File: config.mk
export PLATFORM = sky130hd
export DESIGN_NAME = rvalu_mul
export DESIGN_NICKNAME = d
export VERILOG_FILES = /design/src/rvalu_pkg.sv /design/src/rvalu_mul.sv
export SDC_FILE = /design/constraint.sdc
export NUM_CORES = 2
export LEC_CHECK = 0
export ABC_AREA = 1
export ABC_CLOCK_PERIOD_IN_PS = 14100
export CAP_MARGIN = 0
export CORE_AREA = 2 2 472 474
export DETAILED_ROUTE_END_ITERATION = 8
export DIE_AREA = 0 0 474 476
export DONT_BUFFER_PORTS = 1
export PLACE_DENSITY = 0.34
export SYNTH_ARGS = -nofsm -noshare
export SYNTH_HDL_FRONTEND = slang
export SYNTH_SLANG_ARGS = --single-unit
File: constraint.sdc
create_clock -name i_clk -period 14.1 [get_ports i_clk]
set_input_delay 0.705 -clock i_clk [delete_from_list [all_inputs] [get_ports i_clk]]
set_output_delay 0.705 -clock i_clk [all_outputs]
set_load 0.01 [all_outputs]
File: src/rvalu_pkg.sv
// Package for the RV32IM integer ALU pipeline: operation codes and the item
// record that travels down the stages. No dependencies.
package rvalu_pkg;

    localparam int unsigned XLEN    = 32;
    localparam int unsigned OP_W    = 5;
    localparam int unsigned SHAMT_W = 5;

    typedef enum logic [OP_W-1:0] {
        OP_ADD    = 5'd0,
        OP_SUB    = 5'd1,
        OP_XOR    = 5'd2,
        OP_OR     = 5'd3,
        OP_AND    = 5'd4,
        OP_SLL    = 5'd5,
        OP_SRL    = 5'd6,
        OP_SRA    = 5'd7,
        OP_SLT    = 5'd8,
        OP_SLTU   = 5'd9,
        OP_MUL    = 5'd10,
        OP_MULH   = 5'd11,
        OP_MULHSU = 5'd12,
        OP_MULHU  = 5'd13,
        OP_DIV    = 5'd14,
        OP_DIVU   = 5'd15,
        OP_REM    = 5'd16,
        OP_REMU   = 5'd17
    } t_op;

    typedef struct packed {
        logic [OP_W-1:0]   op;
        logic [XLEN-1:0]   simple;
        logic              neg_q;
        logic              neg_r;
        logic              neg_p;
        logic              bz;
        logic [2*XLEN-1:0] prod;
        logic [XLEN-1:0]   quo;
        logic [XLEN-1:0]   rem;
        logic [XLEN-1:0]   dvs;
    } t_item;

endpackage

File: src/rvalu_mul.sv
// Two multiply stages: unsigned 32x32 product of magnitudes, then sign fix.
// Depends on rvalu_pkg.
module rvalu_mul import rvalu_pkg::*; (
    input  logic  i_clk,
    input  logic  i_rst_n,
    input  logic  i_valid,
    output logic  o_ready,
    input  t_item i_item,
    output logic  o_valid,
    input  logic  i_ready,
    output t_item o_item
);
    logic  r_v1;
    logic  r_v2;
    t_item r_i1;
    t_item r_i2;
    t_item n_i1;
    t_item n_i2;
    logic  rdy2;

    assign rdy2    = ~r_v2 | i_ready;
    assign o_ready = ~r_v1 | rdy2;
    assign o_valid = r_v2;
    assign o_item  = r_i2;

    always_comb begin
        n_i1      = i_item;
        n_i1.prod = i_item.quo * i_item.dvs;
        n_i2      = r_i1;
        n_i2.prod = r_i1.neg_p ? (~r_i1.prod + 1'b1) : r_i1.prod;
    end

    always_ff @(posedge i_clk) begin
        if (!i_rst_n) begin
            r_v1 <= 1'b0;
            r_v2 <= 1'b0;
        end else begin
            if (o_ready) r_v1 <= i_valid;
            if (rdy2)    r_v2 <= r_v1;
        end
    end

    always_ff @(posedge i_clk) begin
        if (o_ready && i_valid) r_i1 <= n_i1;
        if (rdy2 && r_v1)       r_i2 <= n_i2;
    end
endmodule

* Word level (Yosys, flattened, before mapping)
Cells that the tools add are included.
** Cells by class
- Add/sub/neg operators :: 1
- Multiply operators :: 1
- Div/mod/pow operators :: 0
- Order comparisons :: 0
- Equality and inequality tests :: 0
- Shift operators :: 0
- Mux-type cells :: 1
- Bitwise gates (word level) :: 5
- Reductions and logical operators :: 2
** Operator list (count)
- 64-bit by 1-bit adder with 64-bit output, second input constant :: 1
- 32-bit by 32-bit multiplier with 64-bit output :: 1
- 64-bit 2-to-1 mux :: 1
- 64-bit NOT :: 1
- 1-bit logical AND :: 2
- 1-bit NOT :: 2
- 1-bit OR :: 2
** Storage, ports and cells
- Register bits after elaboration :: 404
- Latch bits :: 0
- RAM bits :: 0
- Memory bits (read-only) :: 0
- Output and inout bits :: 203
- Memories kept :: 0

* Longest topological paths before layout
- Depth in word-level cells :: 4
- Mapped depth :: 32
- Depth with buffers taken out :: 31

* Worst setup path after synthesis
Ideal clock, no wire load.
- Path kind :: input to register
- Start :: input i_ready
- End :: register r_i2 (netlist bit o_item[0]) (enable)
- Arrival time :: 10.380 ns
- Required time :: 13.271 ns
- Path slack :: 2.891 ns
- Stages on the path :: 2
- Buffers on the path :: 0
- Cells stage by stage :: inv_1 > a21oi_1
** On the way
- Longest elaborated chain between the ends :: 2
** Ends and longest elaborated chain
- start, declared :: RTL line rvalu_mul.sv:10 : input logic i_ready,
- 1-bit OR :: RTL line rvalu_mul.sv:21 : assign rdy2 = ~r_v2 | i_ready;
- 1-bit logical AND :: RTL line rvalu_mul.sv:45 : if (rdy2 && r_v1) r_i2 <= n_i2;
- end signal, assigned :: RTL line rvalu_mul.sv:45
- end, declared :: RTL line rvalu_mul.sv:16 : t_item r_i2;
Every way passes these cells.
A chain may end at the register's enable or synchronous reset.

==> metrics.md <==
| Metric | Value |
|---|---|
| Status | complete, no violations |
| First-pass GRT wire length | about 250000 microns |
| Chip Width | between 400 and 500 microns |
| Die height | ~480 microns |
| CP Class | input pin to register |
| Synth cell types | 37 |
| Maxcap violations | 0 |
| Synth warnings | 0 |
| WP data arrival | between 7 and 8 ns |
| Met2 Usage GRT | approximately a quarter |
| H-tree Lvls | 2 |
| Initial antenna violation count | 3 |
| Share of post-route cells with drive strength above 1 | 2.20% |
| Syn-to-layout area delta | 9.19% |
| # clock sinks | a little over 400 |
| IO buf count | 0 |
| Total number of vias | approximately 34000 |
| GRT Max-Usage Layer | met2 |
| Vias in the first global route | 38443 |
| Core footprint | about 220000 sq um |
| Crit. End Element | register |
| Gate Count Post-Synth | slightly below 6000 |
| Synthesized area per cell | 8.63 sq um |
| Max Root-Sink Buffers | 3 |
| RePlAce Congestion | 0.835 |
| CTS tree | built |
| Clock Latency Late Sink | between 0.6 and 0.7 ns |
| CP Launch Type | input pin |
| Setup tns final | 0 ns |
| Post-route DRC | 0 |
| Cts hold-fix bufs | 0 |
| GRT met3 Usage | 2.71% |
| Peak Freq | between 0.15 and 0.2 GHz |
| Detailed router's first-iteration violation count | about 1600 |
| Synth Flop Type | edfxtp_1 |
| Final Hold Viols | 0 |
| Avg WL per Cell | around 18 microns |
| Std cell rows | about 170 |
| Post-synthesis sequential area ratio | 24.0% |
| Gr usage total | between 10 and 15% |
| Layout Nets | between 7000 and 8000 |
| Met1 usage | about a fifth |
| Top Ports | between 400 and 500 |
| Post-route ant nets | 0 |
| #FFs+latches synth | about 400 |
| Drt pass-1 iters | 7 |
| Clk pin slew, worst setup/hold paths | approximately 0.070 ns |
| Post-route minimum period | about 6.6 ns |
| Final Skew | between 0.04 and 0.05 ns |
| Fill count | ~24000 |
| Ys async rst share | 0% |
| Cell area after synthesis | just over 50000 sq um |
| Vias per inst | between 3 and 4 |
| Number of synthesized flops with an enable pin | approximately 400 |
| Starting Density | 22.8% |
| Relative slew margins | roughly two fifths |
| Largest net degree at the start of global routing | around 70 |
| # setup viols final | 0 |
| Root Buffer | clkbuf_16 |
| Worst-Margin Slew | approximately 0.9 ns |
| Post CTS Setup Buffer Count | 0 |
| Post-DP HPWL | about 130000 microns |
| Num CTS Buffers | 49 |
| Post-CTS sizing | 0 |
| Hold crit path type | input pin to register |
| RSZ-0062 raised after global routing | no |
| Detailed-route wire length | between 150000 and 200000 microns |
| Die area | 226000 sq um |
| Required @ worst endpoint | about 14 ns |
| CP Max Fanout | 33 |
| Max Slew Vio Count | 0 |
| Final period utilization | between 40% and 50% |
| Syn Nets | slightly above 7000 |
| GR Overflow Total | 0 |
==> routing by layer <==
metal / vias up / share of wire (%)
li1: 16254 / -
met4: 2 / 1.5
met2: 586 / 47
met3: 127 / 4.9
met5: - / 0.0069
met1: 17364 / 46
==> cell families (layout without fill, tap and decap cells) <==
family | Yosys count | count (layout) | synth area share (%)
buffers and inverters | 2032 | 1928 | 15.1
AO/OA/AOI/OAI | 89 | 89 | 1.05
adder cells (fa/ha/maj) | 1160 | 1160 | 42.1
AND/OR/NAND/NOR | 2073 | 2073 | 16.2
flip-flops | 404 | 404 | 24.0
XOR/XNOR | 86 | 86 | 1.49
other | 0 | 1 | 0
==> worst max-delay path, cell delays in order <==
cell     delay [ns]
nand2_1        0.07
inv_1          0.05
fa_1           0.55
fa_1           0.44
fa_1           0.52
inv_1          0.06
fa_1           0.47
inv_1          0.05
fa_1           0.50
inv_1          0.06
fa_1           0.53
inv_1          0.05
fa_1           0.49
inv_1          0.06
fa_1           0.54
inv_1          0.06
ha_1           0.41
nand2_1        0.14
nor2_1         0.23
nand2_1        0.15
inv_1          0.11
nand4_1        0.08
nand3_1        0.25
nand2_1        0.13
nand4_1        0.10
nand2_1        0.15
==> synthesized netlist by cell type (2+ instances only) <==
| cell type | number | area (sq um) |
|---|---|---|
| nor2_4 | 5 | 56.3 |
| nor4_1 | 2 | 12.5 |
| nor3_1 | 11 | 55.1 |
| nor3_2 | 3 | 30.0 |
| inv_1 | 1830 | 6870 |
| inv_2 | 2 | 7.51 |
| nand3_1 | 95 | 475 |
| nor2_2 | 9 | 56.3 |
| edfxtp_1 | 402 | 12100 |
| buf_2 | 3 | 15.0 |
| and3_1 | 2 | 12.5 |
| o21ai_2 | 2 | 17.5 |
| fa_1 | 896 | 17900 |
| nor2_1 | 191 | 717 |
| dfxtp_1 | 2 | 40.0 |
| o21ai_4 | 3 | 48.8 |
| clkbuf_1 | 196 | 736 |
| o21bai_1 | 14 | 105 |
| ha_1 | 264 | 3300 |
| o21ai_1 | 3 | 15.0 |
| nand4_1 | 31 | 194 |
| o21ai_0 | 15 | 75.1 |
| xor2_1 | 73 | 639 |
| nand3_2 | 4 | 40.0 |
| and2_1 | 3 | 18.8 |
| nand2_2 | 9 | 56.3 |
| nand3b_1 | 2 | 15.0 |
| a21oi_1 | 49 | 245 |
| xnor2_1 | 13 | 114 |
| nand2_1 | 1703 | 6390 |
==> per-stage QoR <==
step	instances	hold WS [ns]	utilization, %	worst slack [ns]	cell area [sq um]
after floorplan	5844	0.400	-	2.89	50400
after global placement	8627	0.400	24.2	6.73	53500
after detailed placement	8627	0.405	24.2	6.73	53500
after CTS	8715	0.00359	24.9	7.51	55100
after global routing	8715	0.0286	24.9	7.18	55100
final	8716	0.112	24.9	7.48	55100
==> final cells by class <==
class	instances	area, sq um	share of cell area, %
multi-input cells	3408	30700	55.7
clock buffers	53	1240	2.25
repair buffers	8	60.1	0.109
well taps	2975	3720	6.76
clock inverters	35	345	0.627
flip-flops and latches	404	12100	22.0
diodes	1	2.50	0.00454
inverters	1832	6880	12.5
==> final timing paths <==
kind / from / to / slack (ns) / cells after the start
setup reg to reg: o_valid$_SDFFE_PN0P_ / o_item[156]$_DFFE_PP_ / 11.26 / 3
setup / recovery: i_item[5] / r_i1[135]$_DFFE_PP_ / 7.48 / 26
hold reg to reg: n_i2[195]$_DFFE_PP_ / o_item[195]$_DFFE_PP_ / 0.41 / 0
hold / removal: i_item[7] / n_i2[7]$_DFFE_PP_ / 0.11 / 0
==> layout by cell type (no fill, tap or decap), drive strengths merged <==
cell / netlist / layout
xnor2: 13 / 13
nand3: 99 / 99
o21ai: 23 / 23
buf: 3 / 8
a31oi: 1 / 1
clkinv: 0 / 22
nand4: 32 / 32
nor4: 2 / 2
clkbuf: 197 / 53
edfxtp: 402 / 402
xor2: 73 / 73
o2111ai: 1 / 1
nand2: 1713 / 1713
fa: 896 / 896
or2: 1 / 1
ha: 264 / 264
nand3b: 2 / 2
nor2: 205 / 205
nor3: 14 / 14
diode: 0 / 1
a21boi: 1 / 1
bufinv: 0 / 5
inv: 1832 / 1836
a21oi: 49 / 49
dfxtp: 2 / 2
clkinvlp: 0 / 4
o21bai: 14 / 14
and3: 2 / 2
and2: 3 / 3
==> sequential cells by signal, indices dropped and copies added (netlist names) <==
register,count
r_i1,64
o_item,201
n_i2,137
o_valid,1
r_v1,1
Power is left out: the tool's default activity adds up to more than one toggle a clock period on the data nets, which glitch-free logic cannot reach.
