[src/rvalu_pkg.sv]
// Package for the RV32IM integer ALU pipeline: operation codes and the item
// record that travels down the stages. No dependencies.
package rvalu_pkg;

    localparam int unsigned XLEN    = 32;
    localparam int unsigned OP_W    = 5;
    localparam int unsigned SHAMT_W = 5;

    typedef enum logic [OP_W-1:0] {
        OP_ADD    = 5'd0,
        OP_SUB    = 5'd1,
        OP_XOR    = 5'd2,
        OP_OR     = 5'd3,
        OP_AND    = 5'd4,
        OP_SLL    = 5'd5,
        OP_SRL    = 5'd6,
        OP_SRA    = 5'd7,
        OP_SLT    = 5'd8,
        OP_SLTU   = 5'd9,
        OP_MUL    = 5'd10,
        OP_MULH   = 5'd11,
        OP_MULHSU = 5'd12,
        OP_MULHU  = 5'd13,
        OP_DIV    = 5'd14,
        OP_DIVU   = 5'd15,
        OP_REM    = 5'd16,
        OP_REMU   = 5'd17
    } t_op;

    typedef struct packed {
        logic [OP_W-1:0]   op;
        logic [XLEN-1:0]   simple;
        logic              neg_q;
        logic              neg_r;
        logic              neg_p;
        logic              bz;
        logic [2*XLEN-1:0] prod;
        logic [XLEN-1:0]   quo;
        logic [XLEN-1:0]   rem;
        logic [XLEN-1:0]   dvs;
    } t_item;

endpackage

[src/rvalu_back.sv]
// Result stage: picks the result by operation and fixes divide signs.
// Depends on rvalu_pkg.
module rvalu_back import rvalu_pkg::*; (
    input  logic            i_clk,
    input  logic            i_rst_n,
    input  logic            i_valid,
    output logic            o_ready,
    input  t_item           i_item,
    output logic            o_valid,
    input  logic            i_ready,
    output logic [XLEN-1:0] o_result
);
    logic            r_valid;
    logic [XLEN-1:0] r_result;
    logic [XLEN-1:0] n_result;
    logic [XLEN-1:0] q_fix;
    logic [XLEN-1:0] r_fix;

    assign o_ready  = ~r_valid | i_ready;
    assign o_valid  = r_valid;
    assign o_result = r_result;

    always_comb begin
        q_fix = i_item.neg_q ? (~i_item.quo + 1'b1) : i_item.quo;
        r_fix = i_item.neg_r ? (~i_item.rem + 1'b1) : i_item.rem;
        unique case (i_item.op)
            OP_MUL:                       n_result = i_item.prod[XLEN-1:0];
            OP_MULH, OP_MULHSU, OP_MULHU: n_result = i_item.prod[2*XLEN-1:XLEN];
            OP_DIV:                       n_result = i_item.bz ? '1 : q_fix;
            OP_DIVU:                      n_result = i_item.quo;
            OP_REM:                       n_result = r_fix;
            OP_REMU:                      n_result = i_item.rem;
            default:                      n_result = i_item.simple;
        endcase
    end

    always_ff @(posedge i_clk) begin
        if (!i_rst_n) begin
            r_valid <= 1'b0;
        end else if (o_ready) begin
            r_valid <= i_valid;
        end
    end

    always_ff @(posedge i_clk) begin
        if (o_ready && i_valid) begin
            r_result <= n_result;
        end
    end
endmodule
[config.mk]
export PLATFORM = sky130hd
export DESIGN_NAME = rvalu_back
export DESIGN_NICKNAME = d
export VERILOG_FILES = /design/src/rvalu_pkg.sv /design/src/rvalu_back.sv
export SDC_FILE = /design/constraint.sdc
export NUM_CORES = 1
export LEC_CHECK = 0
export ABC_AREA = 0
export BUFFER_PORTS_ARGS = -buffer_cell sky130_fd_sc_hd__buf_2
export CAP_MARGIN = 10
export CORE_MARGIN = 2
export CORE_UTILIZATION = 35
export DETAILED_ROUTE_END_ITERATION = 6
export PLACE_DENSITY = 0.71
export SYNTH_ARGS = -nofsm -noshare
export SYNTH_HDL_FRONTEND = slang
export SYNTH_SLANG_ARGS = --single-unit
export TNS_END_PERCENT = 50
[constraint.sdc]
create_clock -name i_clk -period 2.5 [get_ports i_clk]
set_input_delay 0.375 -clock i_clk [delete_from_list [all_inputs] [get_ports i_clk]]
set_output_delay 0.375 -clock i_clk [all_outputs]
set_load 0.01 [all_outputs]
* Word level (Yosys, flattened, before mapping) *
Cells that the tools add are included.
W data, S select, Z words.

storage, ports and cells
  flip-flop bits (word level) = 33
  input bits = 205

operators by class
  add/subtract/negate cells = 2
  multiplexer cells = 4
  equal/unequal tests = 8
  bitwise logic cells = 4
  reduce and logical (&&, ||, !) cells = 2

operator list
  kind                     count
  $pmux W32 S6             1
  $mux W32                 3
  $add A32 B1 Y32 const B  2
  $not A32 Y32             2
  $eq A5 B4 Y1 const B     6
  $eq A5 B5 Y1 const B     2
  $reduce_or A3 Y1         1
  $logic_and A1 B1 Y1      1
  $not A1 Y1               1
  $or A1 B1 Y1             1

* Depth between registers and ports, before layout *
Gate-level depths: netlist (run 1).

  depth in word-level cells = 5
  gate-level depth with buffers = 9
  gate-level depth less buffers = 7

* Worst setup path after synthesis (run 1) *
No wires, ideal clock.

  kind = input to register
  start = in i_item[50] (netlist name)
  end = reg r_result[31] (netlist: o_result[31]) (data pin)
  stages = 7
  slack = -0.153 ns
  required time = 2.236 ns
  arrival = 2.389 ns
  path through = or4_4 > or4_4 > buf_6 > or3_4 > o31ai_2 > xor2_1 > o22ai_1

on the way
  cells in the longest elaborated chain, start to end = 4

ends and longest elaborated chain
  element                 RTL line          source
  start: declaration      rvalu_back.sv:8   input t_item i_item,
  $not A32 Y32            rvalu_back.sv:25  r_fix = i_item.neg_r ? (~i_item.rem + 1'b1) : i_item.rem;
  $add A32 B1 Y32         rvalu_back.sv:25
  $mux W32                rvalu_back.sv:25
  $pmux W32 S6            rvalu_back.sv:26  unique case (i_item.op)
  via n_result[31]        rvalu_back.sv:15  logic [XLEN-1:0] n_result;
  end signal: assignment  rvalu_back.sv:47  r_result <= n_result;
  end: declaration        rvalu_back.sv:14  logic [XLEN-1:0] r_result;

The timed path passes the listed nets, and every way through them passes these cells.
A chain may end at the register's enable or synchronous reset.

* Worst setup path in the final report (run 1) *
  start = in i_item[47] (netlist name)
  end = reg r_result[30] (netlist: o_result[30]) (data pin)

Same word-level chain as after synthesis.

==> summary.txt, run 1 <==
Yosys cell types = 62
Global-route wire length before repair = 26.13 mm
Num CTS Buffers = 5
Layout filler cell count = 1,088
Top-count cell post-synth = nor2_1
Detailed placement HPWL = 13.91 mm
Layout area overhead = 44.00%
Min Hold Slack = 0.3328 ns
Yosys top cell area share = 24.79%
Max Fclk = 403.5 MHz
Cell leakage power = 2.291 nW
Antenna viol nets, final = 0
Initial antenna violation count = 0
Vias in the first global route = 5,034
Total DRC errors in the routed layout = 0
Vias per Instance = 6.000
#FFs+latches synth = 33
Die Area = 11,930 um2
Register area = 980.9 um2
Worst Hold End = o_valid
Skew-Pair Late Insertion Delay = 0.29 ns
Net Count, Synth = 684
Cell area after synthesis = 3876 um2
Worst clock skew = 0.004232 ns
H-tree lvl count = 2
Largest net degree at the start of global routing = 33
Setup TNS = 0 ns
Layout cells sized above 1 = 41.57%
Min Clock Period, post-route = 2.479 ns
Worst EP required = 2.53 ns
Least-Margin Pin Slew = 0.8325 ns
Critical Path AT = 2.51 ns
Root buf cell = clkbuf_8
CP Class = input port to flop
Post-synth top cells = nor2_1 (52), nand2_1 (51), edfxtp_1 (32), a222oi_1 (26), xnor2_1 (25)
Hold Crit Class = input port to flop
Yosys warns = 0
CTS Sinks = 33
Chip height = 109.2 um
WHS Path Cells = 2
Post-synthesis sequential area ratio = 25.31%
Clock transition at path regs = 0.07 ns
Crit path launch type = input port
WL final = 17.50 mm
Core region area = 10,840 um2
Hold Crit Start = i_rst_n
Top-level port count = 239
EDFF count, synth = 32
Worst flop-to-flop path endpoint = o_result[1]
Worst r2r path cells = 3
Worst r2r src = o_valid
Prevailing post-synth register cell = edfxtp_1
Gate Count Post-Synth = 476
Slew margin rel. = 44.50%
Setup Viol. Count Final = 0
RSZ-0062 raised after global routing = true
Final hold vios = 0
Area leader, netlist = edfxtp_1
GRT Total Usage = 28.74%
Pwr per Cell Area = 325.0 nW/um2
RePlAce Congestion = 0.9413
Slew Viols, Final = 0
Final worst path period share = 99.14%
Max-Cap Viols = 0
Setup bufs post-CTS = 0
Hold_buf cts = 0
Setup slack, reg-to-reg = 1.21 ns
Worst VDD drop = 184.8 uV
Setup crit end kind = flop
Design Power = 1.814 mW
WL/cell = 20.26 um
Status = complete, no violations
Ys async rst share = 0%
Clk buf depth = 2
Mean Syn Cell Area = 8.143 um2
GRT overflow = 0
CTS tree = built
# rows = 38
Via count = 5,184
Synth top area cells = edfxtp_1 (25%), a222oi_1 (6.7%), xnor2_1 (5.6%), nor2_1 (5.0%), xor2_1 (5.0%)
Drt first pass iters = 6
Fin nets = 931
Starting density of the core = 35.76%
First DRT Iteration DRCs = 658
# port buffers = 205
Multi-input combinational cell area = 2749 um2
Worst-path maximum fanout = 5
Die Width = 109.2 um
Diode count = 0
-- timing repair --
| item | 4_1_cts | 5_1_grt |
|---|---|---|
| setup endpoints to repair | 1 | 8 |
| gates cloned | 0 | 0 |
| resized for setup | 2 | 7 |
| pin swaps | 0 | 4 |
-- worst max-delay path: stages --
cell     delay, ns
buf_6         0.09
or4_4         0.56
or4_4         0.55
nor4_2        0.34
mux2_2        0.36
a21oi_1       0.14
o21ai_1       0.09
-- stage by stage --
| step | util (%) | instance area (um2) | setup WS [ns] | std cells |
|---|---|---|---|---|
| 6_report | 51.49 | 5582 | 0.02149 | 864 |
| 5_1_grt | 51.49 | 5582 | -0.002268 | 864 |
| 4_1_cts | 51.03 | 5532 | 0.005295 | 864 |
| 3_5_place_dp | 50.18 | 5440 | -0.3220 | 856 |
| 3_3_place_gp | 50.18 | 5440 | -0.2984 | 856 |
| 2_1_floorplan | - | 3890 | -0.1502 | 476 |
-- logic make-up (layout without fill, tap and decap cells) --
logic type      after synthesis  after routing  synth area share, %
compound gates              158            158                31.41
xor+xnor                     47             47                10.62
fa+ha+maj                     3              3               0.9685
mux                           3              3               0.8070
buf+inv                      37            285                5.552
flops                        33             33                25.31
simple gates                195            195                25.34
-- worst max path at each step --
stage	start	to	slack, ns	cells after the start
after floorplan	i_item[50]	o_result[29]	-0.15	7
after global placement	i_item[50]	o_result[31]	-0.30	7
after detailed placement	i_item[45]	o_result[23]	-0.32	8
after CTS	i_item[50]	o_result[31]	0.005	7
after global routing	i_item[47]	o_result[23]	-0.002	8
final	i_item[47]	o_result[30]	0.02	7
-- placed cells by master, fill, tap and decap left out, types with 4 or more instances in the layout --
master	netlist	layout
nor4_1	13	12
o41ai_1	12	11
buf_2	0	203
xnor2_1	25	25
a222oi_1	26	26
clkbuf_8	4	5
nor3_1	9	8
nor2b_1	5	5
nand2_1	51	51
inv_1	7	7
a31oi_1	7	7
a221oi_1	4	4
buf_4	0	61
o31ai_1	14	12
nand4_1	4	4
nor2_1	52	52
edfxtp_1	32	32
xor2_1	22	22
a22oi_1	8	8
o22ai_1	10	10
nand2b_1	12	12
o21ai_0	19	19
a21oi_1	18	17
o22a_1	8	8
nand3_1	20	20
-- area by class of cell --
| cell class | instances | area share (%) |
|---|---|---|
| Inverter | 7 | 0.4707 |
| Clock buffer | 6 | 1.300 |
| Sequential cell | 33 | 17.57 |
| Multi-Input combinational cell | 406 | 49.25 |
| Clock inverter | 2 | 0.1793 |
| Timing Repair Buffer | 270 | 28.09 |
| Tap cell | 140 | 3.138 |
-- state kept, by name (all words and copies together), names as in the netlist --
| signal | flops |
|---|---|
| o_valid | 1 |
| o_result | 32 |
-- routing by layer --
metal | GRT usage (%) | up-vias | wire length (um) | share of wire (%)
met5 | 0 | - | 0 | 0
met4 | 8.951 | 0 | 344 | 2.0
met3 | 3.706 | 28 | 1939 | 11
met2 | 47.29 | 318 | 8315 | 48
met1 | 39.14 | 2440 | 6904 | 39
li1 | - | 2398 | - | -
-- power breakdown --
group / switching, mW / internal [mW]
Sequential: 0.0109 / 0.667
Combinational: 0.390 / 0.326
Clock: 0.227 / 0.194
Power figures use the tool's default switching activity.
==> inputs of run 2 (changes only) <==
Settings changed: CELL_PAD_IN_SITES_DETAIL_PLACEMENT set to 0, CELL_PAD_IN_SITES_GLOBAL_PLACEMENT set to 1, CORE_UTILIZATION 35 to 33, PLACE_DENSITY 0.71 to 0.9.
Clock period 2.5 ns to 3.15 ns, I/O delays scaled along.
==> summary.txt, run 2 (synthesis gave the netlist of run 1 again) <==
Slew margin rel. = 31.86%
Hold Crit Class = input port to flop
Worst-path maximum fanout = 7
Commonest non-fill, non-tap cell in the layout = buf_2
WHS Path Cells = 2
Max-Cap Viols = 0
Root buf cell = clkbuf_16
Failing checks = design-rule violations
GRT overflow = 0
Setup TNS = 0 ns
Starting density of the core = 33.95%
Worst VDD drop = 158.2 uV
Hold Crit Start = i_rst_n
Final hold vios = 0
WL/cell = 21.35 um
Worst r2r path cells = 3
Slowest stage delay, CP = 0.58 ns
CP cell instances = buf_2 > or4_4 > or4_4 > or3_4 > o31ai_2 > xor2_1 > o22ai_1
Total DRC errors in the routed layout = 11
Worst clock skew = 0.01204 ns
Cell Int Power = 1.051 mW
Largest net degree at the start of global routing = 33
Skew-Pair Late Insertion Delay = 0.29 ns
Min Hold Slack = 0.4472 ns
Min Clock Period, post-route = 2.694 ns
Layout cells sized above 1 = 37.52%
Logic pwr share = 34.1%
Drt first pass iters = 7
First DRT Iteration DRCs = 595
Diode count = 0
GRT Total Usage = 26.67%
Detailed placement HPWL = 13.72 mm
Setup crit end kind = flop
Met2 wire len = 8.233 mm
# port buffers = 205
WL final = 17.67 mm
Worst EP required = 3.16 ns
Worst r2r src = o_valid
DP Worst Slack = 0.1847 ns
# rows = 39
Top-level port count = 239
PostCTS Resize Cnt = 0
Pwr per Cell Area = 298.4 nW/um2
RePlAce Congestion = 0.9218
P_sw = 0.5125 mW
Num CTS Buffers = 5
Max FFs per register = 32
Clock power frac = 31.4%
Cell leakage power = 2.103 nW
Design Power = 1.563 mW
Clock transition at path regs = 0.06 ns
Clk buf depth = 2
RSZ-0062 raised after global routing = false
Met3 routed WL = 1.984 mm
Least-Margin Pin Slew = 1.022 ns
Initial antenna violation count = 0
CTS Sinks = 33
Core region area = 11,420 um2
Global-route wire length before repair = 26.13 mm
Setup bufs post-CTS = 0
Hold_buf cts = 0
Seq pwr share = 34.5%
Commonest non-fill, non-tap cells in the layout = buf_2 (205), nor2_1 (52), nand2_1 (51)
Most used cell, CP = or4_4
CP Class = input port to flop
Sw Ratio = 32.78%
Vias per Instance = 6.050
Fin nets = 892
Layout filler cell count = 1,204
Setup Viol. Count Final = 0
Slowest stage cell, crit path = or4_4
Via count = 5,009
Setup ws final = 0.4563 ns
Slew Viols, Final = 0
Die Width = 112.4 um
Critical Path AT = 2.70 ns
Chip height = 112.4 um
Layout area overhead = 35.15%
Die Area = 12,630 um2
Vias in the first global route = 4,775
Final worst path period share = 85.51%
Crit path launch type = input port
Status = complete, but fails checks
Critical Path Source = i_item[50]
H-tree lvl count = 2
Antenna viol nets, final = 0
Highest Signal Layer = met4
Fin util = 45.88%
Max Fclk = 371.2 MHz
Met1 WL = 7.072 mm
CTS tree = built
==> run 2: cell count changes in the layout (fill, tap and decap cells not counted), sizes merged <==
cell,change
buf,-39
==> run 2: cell type report <==
type	instances	area, um2	share of cell area, %
clock buffers	6	128.9	2.460
clock inverters	2	10.01	0.1911
inverters	7	26.28	0.5016
multi-input cells	406	2693	51.40
flip-flops and latches	33	980.9	18.72
well taps	143	178.9	3.415
repair buffers	231	1221	23.31
==> run 2: worst max-delay path, delay by kind of cell <==
family / cells / cell delay, ns
AOI/OAI and AO/OA: 2 / 0.36
xor gates and xnor gates: 1 / 0.17
buffers and inverters: 1 / 0.12
and+or+nand+nor: 3 / 1.58
==> run 2: per-stage QoR <==
stage | area (um2) | instances
3_3_place_gp | 5100 | 820
6_report | 5239 | 828
2_1_floorplan | 3876 | 476
3_5_place_dp | 5100 | 820
5_1_grt | 5239 | 828
4_1_cts | 5239 | 828
==> run 2: final timing paths <==
| path | end | slack [ns] |
|---|---|---|
| worst min-delay path | o_valid | 0.45 |
| worst max-delay path | o_result[31] | 0.46 |
| worst min register to register | o_valid | 0.52 |
| worst max register to register | o_result[1] | 1.86 |
==> run 2: power groups by stage <==
stage	clock, mW	sequential, mW	combinational, mW
2_1_floorplan	0	0.568	0.237
3_3_place_gp	0	0.548	0.516
3_5_place_dp	0	0.548	0.524
4_1_cts	0.504	0.540	0.526
5_1_grt	0.518	0.542	0.576
6_report	0.491	0.539	0.533
==> run 2: per-layer routing <==
metal | up-vias | track usage, %
met3 | 28 | 4.482
met2 | 324 | 43.49
met4 | 0 | 8.699
li1 | 2319 | -
met1 | 2338 | 36.08
met5 | - | 0
